--- src/toc_pkg.sv ---
// Shared types and constants of the timed output channel controller.
`default_nettype none

package toc_pkg;

    localparam int MaxChannels = 8;
    localparam int ChIdxW = (MaxChannels > 1) ? $clog2(MaxChannels) : 1;

    localparam int ActW  = 4;
    localparam int CmdW  = 2;
    localparam int ChanW = 3;
    localparam int DurW  = 16;
    localparam int TimeW = 32;
    localparam int MapW  = 8;

    localparam logic [ActW-1:0] ActMax = ActW'(MaxChannels);

    // 1000 = 1024 - 16 - 8, so seconds become milliseconds in three adder steps.
    localparam int MulShA = 10;
    localparam int MulShB = 4;
    localparam int MulShC = 3;

    typedef enum logic [CmdW-1:0] {
        CMD_SET     = 2'd0,
        CMD_TICK    = 2'd1,
        CMD_ALL_OFF = 2'd2
    } t_cmd;

    typedef enum logic [2:0] {
        S_IDLE,
        S_SET_ADD,
        S_SET_SUB_A,
        S_SET_SUB_B,
        S_TICK,
        S_RESULT
    } t_state;

    typedef struct packed {
        logic [MaxChannels-1:0] clr_mask;
        logic                   wr_en;
        logic [ChIdxW-1:0]      wr_idx;
        logic [TimeW-1:0]       wr_deadline;
    } t_store_ctl;

    typedef struct packed {
        logic [TimeW-1:0] a;
        logic [TimeW-1:0] b;
        logic             sub;
    } t_alu_req;

endpackage

`default_nettype wire

--- src/toc_alu.sv ---
// Shared 32-bit adder and subtractor used by every arithmetic step.
`default_nettype none

module toc_alu import toc_pkg::*; (
    input  t_alu_req         i_req,
    output logic [TimeW-1:0] o_y
);

    assign o_y = i_req.sub ? (i_req.a - i_req.b) : (i_req.a + i_req.b);

endmodule

`default_nettype wire

--- src/toc_chan_store.sv ---
// Per-channel on bits and off deadlines.
`default_nettype none

module toc_chan_store import toc_pkg::*; (
    input  logic                   i_clk,
    input  logic                   i_rst_n,
    input  t_store_ctl             i_ctl,
    input  logic [ChIdxW-1:0]      i_rd_idx,
    output logic [TimeW-1:0]       o_rd_deadline,
    output logic [MaxChannels-1:0] o_on_bits
);

    logic [MaxChannels-1:0] r_on;
    logic [MaxChannels-1:0] n_on;
    logic [TimeW-1:0]       r_deadline [MaxChannels];

    // A deadline is only looked at while its channel is on, so it needs no reset.
    always_comb begin
        n_on = r_on & ~i_ctl.clr_mask;
        if (i_ctl.wr_en) begin
            n_on[i_ctl.wr_idx] = 1'b1;
        end
    end

    always_ff @(posedge i_clk) begin
        if (!i_rst_n) begin
            r_on <= '0;
        end else begin
            r_on <= n_on;
        end
    end

    always_ff @(posedge i_clk) begin
        if (i_ctl.wr_en) begin
            r_deadline[i_ctl.wr_idx] <= i_ctl.wr_deadline;
        end
    end

    assign o_rd_deadline = r_deadline[i_rd_idx];
    assign o_on_bits     = r_on;

endmodule

`default_nettype wire

--- src/timed_output_channel_controller_core.sv ---
// Top level of the timed output channel controller: sequencer and result register.
//
// Channels: the input channel (i_in_valid / o_in_ready) carries one command item,
// the output channel (o_out_valid / i_out_ready) returns one result item per
// command, and the configuration channel (i_cfg_valid / o_cfg_ready) writes the
// active channel count. Configuration is taken only while the sequencer is idle.
// Off, all-off, latched on, invalid index and unused codes go from acceptance
// straight to the result state. A timed on first passes the add and two subtract
// states, as its deadline is built by three passes through the one shared 32-bit
// adder; a tick walks the channel slots one per cycle through that same adder
// to form the wrap-safe difference. The sequencer takes one item at a time, with
// o_in_ready high only while idle, and returns to idle as it loads a result.
// After reset all channels are off, the count is MaxChannels and no result is
// pending. A result waits in the output register while the receiver stalls;
// the next item is still accepted and worked on, and the sequencer then holds in
// its result state, with o_in_ready low, until the output register is free.
`default_nettype none

module timed_output_channel_controller_core import toc_pkg::*; (
    input  logic             i_clk,
    input  logic             i_rst_n,

    input  logic             i_in_valid,
    output logic             o_in_ready,
    input  logic [CmdW-1:0]  i_cmd,
    input  logic [ChanW-1:0] i_channel,
    input  logic             i_turn_on,
    input  logic [DurW-1:0]  i_duration_s,
    input  logic [TimeW-1:0] i_now_ms,

    output logic             o_out_valid,
    input  logic             i_out_ready,
    output logic             o_status,
    output logic [MapW-1:0]  o_channel_states,

    input  logic             i_cfg_valid,
    output logic             o_cfg_ready,
    input  logic [ActW-1:0]  i_active_channels
);

    t_state                 r_state;
    t_state                 n_state;
    logic [TimeW-1:0]       r_now;
    logic [DurW-1:0]        r_dur;
    logic [ChIdxW-1:0]      r_ch;
    logic [TimeW-1:0]       r_acc;
    logic [ChIdxW-1:0]      r_idx;
    logic                   r_status;
    logic [ActW-1:0]        r_active;
    logic                   r_out_valid;
    logic                   r_out_status;
    logic [MapW-1:0]        r_out_map;

    t_store_ctl             w_ctl;
    t_alu_req               w_alu;
    logic [TimeW-1:0]       w_alu_y;
    logic [TimeW-1:0]       w_rd_deadline;
    logic [MaxChannels-1:0] w_on_bits;
    logic [MaxChannels-1:0] w_active_mask;
    logic [MaxChannels-1:0] w_cfg_mask;
    logic [ActW-1:0]        w_cfg_n;
    logic [ActW-1:0]        w_cfg_lo;
    logic [ActW-1:0]        w_cfg_hi;
    logic                   w_in_acc;
    logic                   w_cfg_acc;
    logic                   w_ch_ok;
    logic                   w_expire;
    logic                   w_out_free;
    logic                   w_load_out;

    toc_alu u_alu (
        .i_req (w_alu),
        .o_y   (w_alu_y)
    );

    toc_chan_store u_store (
        .i_clk         (i_clk),
        .i_rst_n       (i_rst_n),
        .i_ctl         (w_ctl),
        .i_rd_idx      (r_idx),
        .o_rd_deadline (w_rd_deadline),
        .o_on_bits     (w_on_bits)
    );

    // Handshakes. Configuration wins the idle cycle over a command item.
    assign o_cfg_ready = (r_state == S_IDLE);
    assign o_in_ready  = (r_state == S_IDLE) && !i_cfg_valid;
    assign w_in_acc    = i_in_valid && o_in_ready;
    assign w_cfg_acc   = i_cfg_valid && o_cfg_ready;
    assign w_out_free  = !r_out_valid || i_out_ready;
    assign w_load_out  = (r_state == S_RESULT) && w_out_free;

    // A channel index is usable only below the active count, which never
    // exceeds MaxChannels.
    assign w_ch_ok = ActW'(i_channel) < r_active;

    // Count write: saturate, then clear every slot between old and new counts.
    assign w_cfg_n  = (i_active_channels > ActMax) ? ActMax : i_active_channels;
    assign w_cfg_lo = (w_cfg_n < r_active) ? w_cfg_n : r_active;
    assign w_cfg_hi = (w_cfg_n < r_active) ? r_active : w_cfg_n;

    always_comb begin
        for (int i = 0; i < MaxChannels; i++) begin
            w_active_mask[i] = ActW'(i) < r_active;
            w_cfg_mask[i]    = (ActW'(i) >= w_cfg_lo) && (ActW'(i) < w_cfg_hi);
        end
    end

    // A tick turns a slot off when it is on, timed and below the active count, and
    // now - deadline is not negative as a signed 32-bit value.
    assign w_expire = w_on_bits[r_idx] && (w_rd_deadline != '0) && !w_alu_y[TimeW-1]
                      && (ActW'(r_idx) < r_active);

    // Next state.
    always_comb begin
        n_state = r_state;
        unique case (r_state)
            S_IDLE: begin
                if (w_in_acc) begin
                    if ((i_cmd == CMD_SET) && w_ch_ok && i_turn_on && (i_duration_s != '0)) begin
                        n_state = S_SET_ADD;
                    end else if (i_cmd == CMD_TICK) begin
                        n_state = S_TICK;
                    end else begin
                        n_state = S_RESULT;
                    end
                end
            end
            S_SET_ADD:   n_state = S_SET_SUB_A;
            S_SET_SUB_A: n_state = S_SET_SUB_B;
            S_SET_SUB_B: n_state = S_RESULT;
            S_TICK: begin
                if (r_idx == ChIdxW'(MaxChannels - 1)) begin
                    n_state = S_RESULT;
                end
            end
            S_RESULT: begin
                if (w_out_free) begin
                    n_state = S_IDLE;
                end
            end
            default: n_state = S_IDLE;
        endcase
    end

    // Datapath control: adder operands and channel store updates.
    always_comb begin
        w_ctl.clr_mask    = '0;
        w_ctl.wr_en       = 1'b0;
        w_ctl.wr_idx      = r_ch;
        w_ctl.wr_deadline = '0;
        w_alu.a           = r_now;
        w_alu.b           = TimeW'(r_dur) << MulShA;
        w_alu.sub         = 1'b0;
        unique case (r_state)
            S_IDLE: begin
                if (w_cfg_acc) begin
                    w_ctl.clr_mask = w_cfg_mask;
                end
                if (w_in_acc) begin
                    w_ctl.wr_idx = i_channel[ChIdxW-1:0];
                    if ((i_cmd == CMD_SET) && w_ch_ok) begin
                        if (!i_turn_on) begin
                            w_ctl.clr_mask = MaxChannels'(1) << i_channel;
                        end else if (i_duration_s == '0) begin
                            // Latched on: no expiry.
                            w_ctl.wr_en = 1'b1;
                        end
                    end else if (i_cmd == CMD_ALL_OFF) begin
                        w_ctl.clr_mask = w_active_mask;
                    end
                end
            end
            S_SET_ADD: begin
                w_alu.a = r_now;
                w_alu.b = TimeW'(r_dur) << MulShA;
            end
            S_SET_SUB_A: begin
                w_alu.a   = r_acc;
                w_alu.b   = TimeW'(r_dur) << MulShB;
                w_alu.sub = 1'b1;
            end
            S_SET_SUB_B: begin
                w_alu.a     = r_acc;
                w_alu.b     = TimeW'(r_dur) << MulShC;
                w_alu.sub   = 1'b1;
                w_ctl.wr_en = 1'b1;
                // A timed deadline that lands on zero would read as latched.
                w_ctl.wr_deadline = (w_alu_y == '0) ? TimeW'(1) : w_alu_y;
            end
            S_TICK: begin
                w_alu.a   = r_now;
                w_alu.b   = w_rd_deadline;
                w_alu.sub = 1'b1;
                if (w_expire) begin
                    w_ctl.clr_mask = MaxChannels'(1) << r_idx;
                end
            end
            S_RESULT: begin
                w_ctl.clr_mask = '0;
            end
            default: begin
                w_ctl.clr_mask = '0;
            end
        endcase
    end

    always_ff @(posedge i_clk) begin
        if (!i_rst_n) begin
            r_state     <= S_IDLE;
            r_active    <= ActMax;
            r_out_valid <= 1'b0;
            r_idx       <= '0;
        end else begin
            r_state <= n_state;
            if (w_cfg_acc) begin
                r_active <= w_cfg_n;
            end
            if (w_in_acc) begin
                r_idx <= '0;
            end else if (r_state == S_TICK) begin
                r_idx <= r_idx + ChIdxW'(1);
            end
            if (w_load_out) begin
                r_out_valid <= 1'b1;
            end else if (i_out_ready) begin
                r_out_valid <= 1'b0;
            end
        end
    end

    always_ff @(posedge i_clk) begin
        if (w_in_acc) begin
            r_now    <= i_now_ms;
            r_dur    <= i_duration_s;
            r_ch     <= i_channel[ChIdxW-1:0];
            r_status <= (i_cmd == CMD_SET) && !w_ch_ok;
        end
        if ((r_state == S_SET_ADD) || (r_state == S_SET_SUB_A)) begin
            r_acc <= w_alu_y;
        end
        if (w_load_out) begin
            r_out_status <= r_status;
            r_out_map    <= MapW'(w_on_bits & w_active_mask);
        end
    end

    assign o_out_valid      = r_out_valid;
    assign o_status         = r_out_status;
    assign o_channel_states = r_out_map;

    // No slot at or above the active count is ever on.
    a_no_stale_slots: assert property (@(posedge i_clk) disable iff (!i_rst_n)
        (w_on_bits & ~w_active_mask) == '0)
        else $error("channel on above the active count");

    // A set with an invalid index leaves every channel as it was.
    a_invalid_no_change: assert property (@(posedge i_clk) disable iff (!i_rst_n)
        (w_in_acc && (i_cmd == CMD_SET) && !w_ch_ok) |=> $stable(w_on_bits))
        else $error("invalid set command changed channel state");

    // All-off leaves no active channel on.
    a_all_off_clears: assert property (@(posedge i_clk) disable iff (!i_rst_n)
        (w_in_acc && (i_cmd == CMD_ALL_OFF)) |=> ((w_on_bits & w_active_mask) == '0))
        else $error("all-off left a channel on");

    // A pending result stays valid and unchanged until the receiver takes it.
    a_result_load: assert property (@(posedge i_clk) disable iff (!i_rst_n)
        (r_out_valid && !i_out_ready) |=> (r_out_valid && $stable(r_out_map)))
        else $error("pending result lost or overwritten");

endmodule

`default_nettype wire

--- config.mk ---
export PLATFORM = sky130hd
export DESIGN_NAME = timed_output_channel_controller_core
export DESIGN_NICKNAME = d
export VERILOG_FILES = /design/src/toc_pkg.sv /design/src/toc_alu.sv /design/src/toc_chan_store.sv /design/src/timed_output_channel_controller_core.sv
export SDC_FILE = /design/constraint.sdc
export NUM_CORES = 1
export LEC_CHECK = 0
export BUFFER_PORTS_ARGS = -buffer_cell sky130_fd_sc_hd__buf_2
export CORE_AREA = 2 2 263 265
export DETAILED_ROUTE_END_ITERATION = 10
export DIE_AREA = 0 0 265 267
export HOLD_SLACK_MARGIN = 0.15
export PLACE_DENSITY_LB_ADDON = 0.25
export SLEW_MARGIN = 0
export SYNTH_ARGS = -nofsm -noshare
export SYNTH_HDL_FRONTEND = slang
export SYNTH_SLANG_ARGS = --single-unit
--- constraint.sdc ---
create_clock -name i_clk -period 7 [get_ports i_clk]
set_input_delay 0 -clock i_clk [delete_from_list [all_inputs] [get_ports i_clk]]
set_output_delay 0 -clock i_clk [all_outputs]
set_load 0.03 [all_outputs]
---- Word level (Yosys, flattened, before mapping) ----
Memories as Yosys holds them, arrays and structs flattened. A register that Yosys moved wholly into a read port is not among the register bits.
Cells that the tools add are included.
operators by class
  shift operators ......................... 2
  order comparisons ....................... 31
  equality and inequality tests ........... 11
  reduce and logical (&&, ||, !) cells .... 36
  bitwise gates (word level) .............. 5
  muxes and demuxes ....................... 37
  add/subtract/negate cells ............... 3
operators with widths
  operator                                                   number
  one-hot mux 64 bit (3 select lines)                        1
  two-way mux 32 bit                                         3
  two-way mux 8 bit                                          6
  adder 32 bit                                               1
  logical NOT 32 bit                                         1
  less-than comparator 3 x 4 -> 1 bit, first input constant  8
  nonzero test 32 bit                                        1
  subtractor 32 bit                                          1
  two-way mux 3 bit                                          7
  logical AND 1 bit                                          20
  one-hot mux 3 bit (6 select lines)                         1
  bitwise AND 8 bit                                          2
  >= comparator 3 x 4 -> 1 bit, first input constant         4
  logical NOT 16 bit                                         1
  less-than comparator 1 x 4 -> 1 bit, first input constant  4
  less-than comparator 2 x 4 -> 1 bit, first input constant  4
  one-hot mux 8 bit (2 select lines)                         1
  nonzero test 16 bit                                        1
  left shift 1 x 3 -> 8 bit, first input constant            2
  two-way mux 12 bit                                         1
  two-way mux 4 bit                                          3
  two-way mux 1 bit                                          11
  == test 3 bit, second input constant                       3
  >= comparator 1 x 4 -> 1 bit, first input constant         2
  other kinds (27)                                           36
word-level totals
  word-level logic and storage cells ...... 138
  register bits ........................... 112
  input bits .............................. 63
  memories kept ........................... 1
  output and inout bits ................... 12
  bits in writable memories ............... 256
memories
  name                depth  bits a word  rd ports  clocked after Yosys merged registers in  write ports  RTL line              text
  u_store.r_deadline  8      32           1         1                                        1            toc_chan_store.sv:15  logic [TimeW-1:0] r_deadline [MaxChannels];

---- Longest topological paths before layout ----
  depth after elaboration ................. 17
  depth in mapped cells ................... 25
  mapped depth without buffers ............ 21

---- By module ----
Synthesis repeated with hierarchy kept, for this count alone.
unflattened totals
  cells, all modules ...................... 1370
  area, all modules ....................... 18322.6 µm²
by module, submodules not included
  module                                cells an instance  seq. area each (µm²)  area each (µm²)  instances
  toc_chan_store                        406                7847.5                10123.5          1
  timed_output_channel_controller_core  608                3012.9                5800.6           1
  toc_alu                               356                0.0                   2398.6           1

---- Worst setup path before layout ----
Ideal clock, no wire load.
  kind .................................... reg2reg
  start ................................... register r_state[0]
  end ..................................... register u_store.r_on[5], in the netlist u_store.o_on_bits[5]
  library setup time ...................... 0.078 ns
  period minus slack after synthesis ...... 5.651 ns
  required time ........................... 6.922 ns
  arrival ................................. 5.573 ns
  path buffers ............................ 3
  stages on the path, launching flop included .. 12
  path slack .............................. 1.349 ns
  cell sequence ........................... dfxtp_1 -> buf_2 -> buf_2 -> buf_2 -> nor3_1 -> nand3b_1 -> inv_1 -> and3_1 -> a31oi_1 -> nor2b_1 -> o21ai_0 -> a31oi_1
between the ends
  elaborated cells on any way between the ends .. 34
  those cells by class .................... add/sub: 2; order compare: 2; eq/ne: 3; mux: 15; bitwise: 3; reduce/logical: 9
RTL lines
  what                                                                                                              RTL line                                     text
  from (decl)                                                                                                       timed_output_channel_controller_core.sv:41   t_state r_state;
  from (signal assigned)                                                                                            timed_output_channel_controller_core.sv:215  r_state <= n_state;
  logical NOT 3 bit (*)                                                                                             timed_output_channel_controller_core.sv:86   assign o_cfg_ready = (r_state == S_IDLE);
  via o_cfg_ready                                                                                                   timed_output_channel_controller_core.sv:37   output logic o_cfg_ready,
  logical AND 1 bit (*)                                                                                             timed_output_channel_controller_core.sv:87   assign o_in_ready = (r_state == S_IDLE) && !i_cfg_valid;
  logical AND 1 bit (*)                                                                                             timed_output_channel_controller_core.sv:88   assign w_in_acc = i_in_valid && o_in_ready;
  via w_in_acc                                                                                                      timed_output_channel_controller_core.sv:64   logic w_in_acc;
  two-way mux 12 bit (*)                                                                                            timed_output_channel_controller_core.sv:160  if (w_in_acc) begin
  two-way mux 3 bit                                                                                                 timed_output_channel_controller_core.sv:155  unique case (r_state)
  less-than comparator 3 x 4 -> 1 bit (implied by the code) / >= comparator 3 x 1 -> 1 bit (equally long branches)  toc_chan_store.sv:21                         n_on[i_ctl.wr_idx] = 1'b1;
  logical AND 1 bit (implied by the code)                                                                           toc_chan_store.sv:21
  two-way mux 1 bit (implied by the code)                                                                           toc_chan_store.sv:21
  demux 1 bit (select 3 bit)                                                                                        --
  OR 8 bit (no line)                                                                                                --
  two-way mux 8 bit (*)                                                                                             toc_chan_store.sv:20                         if (i_ctl.wr_en) begin
  to (signal assigned)                                                                                              toc_chan_store.sv:29                         r_on <= n_on;
  to (decl)                                                                                                         toc_chan_store.sv:13                         logic [MaxChannels-1:0] r_on;
The timed path passes the listed nets; every way through them passes the cells marked *.
A chain may end at the register's enable or synchronous reset.

==> results.tsv <==
stage	metric	value	unit
logic_synthesis	sequential area share after synthesis	0.6007	
worst_setup_path	crit path kind	reg -> reg	
detailed_routing	DR WL/cell	22.27	um
global_routing	number of global-route vias before repair	12670	
sta	worst-case hold slack	0.1788	ns
finish	commonest non-fill, non-tap cell in the layout	edfxtp_1	
detailed_routing	DRT Pass-1 Iters	5	
floorplanning	core area	0.06799	sq mm
power	worst vdd ir	0.0001503	V
worst_setup_path	R2R depth	19	
sta	worst clock skew	0.01941	ns
worst_setup_path	reg-to-reg endpoint	u_store.r_deadline[5][0]	
worst_setup_path	CP required	7.36	ns
logic_synthesis	register bit total from synthesis	371	
sta	Total Neg Setup Slack	0	ns
outcome	run status	completed	
finish	final core utilization	0.3289	
sta	Tmin final	6.539	ns
sta	# setup viols final	0	
clock_tree	# Post-CTS Setup Buffers	0	
sta	final hold violations	0	
clock_tree	clock root buffer	clkbuf_16	
floorplanning	Die Span Y	267	um
placed_design	PortBufs	74	
global_routing	global-route wire length before repair	83.72	mm
sta	unrepaired setup endpoints after global routing	false	
clock_tree	CTS tree	built	
logic_synthesis	Cells after Synth	1412	
finish	finished layout cell area	0.02236	sq mm
finish	# fillers	6739	
finish	area of the multi-input gates	0.006892	sq mm
floorplanning	Starting Density	0.2674	
detailed_routing	Total Routed Length	56.57	mm
clock_tree	clock sink total	371	
detailed_routing	First DRT Iteration DRCs	1007	
detailed_routing	DRC	0	
worst_setup_path	CP Max Fanout	11	
placed_design	DP HPWL	39.01	mm
worst_setup_path	crit end category	register	
floorplanning	die area	0.07076	sq mm
finish	register area	0.01093	sq mm
worst_setup_path	Crit path max-delay family	simple AND/OR/NAND/NOR gates	
detailed_routing	DR vias/cell	4.933	
worst_setup_path	internal reg-to-reg setup slack	0.46	ns
worst_hold_path	Hold Path Class	in -> reg	
global_routing	largest net degree at the start of global routing	56	
clock_tree	clk_lat worst skew	0.58	ns
worst_setup_path	CP Cell Sequence	and2b_1 > a22oi_1 > a31oi_1 > and2_1 > nand4_1 > a21oi_1 > xnor2_1 > a221oi_1 > ha_1 > a21oi_1 > o21ai_0 > nor2_1 > nand2_1 > o311a_1 > nor4_1 > nand4_1 > nor4_1 > or4b_1 > a21oi_2	
detailed_routing	antenna-violating nets left	0	
finish	nets	1734	
logic_synthesis	count of flip-flops with a built-in enable after synthesis	349	
clock_tree	Reg clk slew, reported paths	0.06	ns
job	Max-Cap Viols	0	
sta	Final Cycle Share	0.9342	
logic_synthesis	Synth cell types	90	
detailed_routing	vias	12530	
clock_tree	worst-case clock buffer depth	3	
logic_synthesis	syn avg cell area	12.87	sq um
placed_design	dpl cell area	0.01979	sq mm
floorplanning	num ports	75	
logic_synthesis	area leader, netlist	edfxtp_1	
sta	Slew headroom	0.3240	
logic_synthesis	Post-synth ARST share	0	
worst_setup_path	slowest CP cell	nor4_1	
finish	most frequent cells in the layout	edfxtp_1 (349), nand2_1 (163), dlygate4sd3_1 (109), mux2i_1 (95), nor2_1 (85)	
sta	Max Slew Vio Count	0	
sta	Least-Margin Pin Slew	1.005	ns
power	Pleak	7.968	nW
clock_tree	H-tree depth	2	
logic_synthesis	Post-synth top flop	edfxtp_1	
global_routing	GRT overflow	0	
worst_setup_path	Worst Path Arrival	6.90	ns
worst_setup_path	CP bufs+invs	0	
logic_synthesis	post-synth top area share	0.5765	
global_routing	antenna violations before repair	3	
sta	Achievable Freq	152.9	MHz
worst_hold_path	worst hold start	i_duration_s[4]	
finish	share of cells above drive strength 1	0.1557	
worst_hold_path	Hold Crit Depth	2	
finish	Layout Area Growth over Synthesis	23.02	%
logic_synthesis	Synth area leaders	edfxtp_1 (58%), mux2i_1 (5.2%), mux4_2 (3.8%), nand2_1 (3.4%), ha_1 (3.2%)	
logic_synthesis	Mapped Area	0.01818	sq mm
worst_setup_path	Setup crit start kind	register	
placed_design	Final Wtd Congestion	0.8746	
clock_tree	number of buffers inserted during clock tree synthesis	42	
power	PwrDens	272.2	mW/mm^2
floorplanning	Rows	96	
logic_synthesis	synth warn	0	
global_routing	Total Routing Usage GR	0.1598	
worst_hold_path	Worst Hold End	r_dur[4]	
logic_synthesis	syn_nets	1522	
floorplanning	Die X	265	um
worst_setup_path	max incr delay on CP	0.57	ns
power by group:
group	switching [W]	internal [W]	leakage, nW
sequential	0.0000373	0.00250	3.69
clock	0.000907	0.00146	0.719
combinational	0.000758	0.000425	3.56
total	0.00170	0.00439	7.97
sequential cells by signal, indices dropped and copies added, names as in the netlist, named ones only:
signal              count
o_status                1
o_out_valid             1
o_channel_states        8
r_status                1
u_store.o_on_bits       8
r_dur                  16
r_acc                  32
r_active                4
r_idx                   3
r_now                  32
r_state                 3
r_ch                    3
u_store.r_deadline    256
cell usage after synthesis (22+ instances only):
library cell  number
ha_1              46
nand2_1          163
a21oi_1           78
nand3_1           29
a31oi_1           25
dfxtp_1           22
inv_1             29
a22oi_1           27
mux4_2            31
nor2_1            89
edfxtp_1         349
o21ai_0           41
mux2i_1           95
and2_1            27
clkbuf_1          31
per-layer routing:
layer / share of wire / vias up / track usage
li1: - / 5848 / -
met1: 0.46 / 6236 / 0.2170
met4: 0.024 / 6 / 0.04352
met3: 0.058 / 79 / 0.03164
met2: 0.46 / 362 / 0.2599
met5: 0.00065 / - / 0
logic make-up (layout without fill, tap and decap cells):
group	count (synthesis)	after routing	share of synthesized area
AOI/OAI and AO/OA	296	296	0.1091
xor gates and xnor gates	40	40	0.01927
adders and majority gates	47	47	0.03276
buffers and inverters	92	337	0.02423
DFF	371	371	0.6007
muxes	138	138	0.09918
other	0	1	0
and+or+nand+nor	428	428	0.1147
timing repair:
item | CTS | global route
resized for setup | 0 | 1
hold buffers | 109 | 0
endpoints found under the hold margin | 74 | 0
endpoints found under the setup margin | 0 | 8
layout make-up:
| cell class | instances | share of cell area |
|---|---|---|
| Sequential cell | 371 | 0.4886 |
| Multi-Input combinational cell | 949 | 0.3082 |
| Timing Repair Buffer | 229 | 0.08247 |
| Clock buffer | 52 | 0.05153 |
| Tap cell | 882 | 0.04935 |
| Clock inverter | 25 | 0.01455 |
| Inverter | 31 | 0.005203 |
| Antenna cell | 1 | 0.0001119 |
per-stage QoR:
step / power (W) / std cells / setup WS (ns)
6_report: 0.006088 / 2540 / 0.4606
4_1_cts: 0.006133 / 2539 / 0.3555
3_3_place_gp: 0.003701 / 2353 / 0.4306
3_5_place_dp: 0.003692 / 2353 / 0.4000
2_1_floorplan: 0.003283 / 1412 / 1.349
5_1_grt: 0.006333 / 2539 / 0.04900
worst max path at each step:
stage / startpoint / endpoint / slack [ns] / depth (start not counted)
after global routing: register / u_store.r_deadline[3][0] / 0.05 / 19
after global placement: register / u_store.r_deadline[1][0] / 0.43 / 19
after CTS: register / u_store.r_deadline[1][0] / 0.36 / 19
after detailed placement: register / u_store.r_deadline[1][0] / 0.40 / 19
final: register / u_store.r_deadline[5][0] / 0.46 / 19
after floorplan: r_state[0] / u_store.o_on_bits[5] / 1.35 / 11
Note: power is estimated with default switching activity, not from simulation.
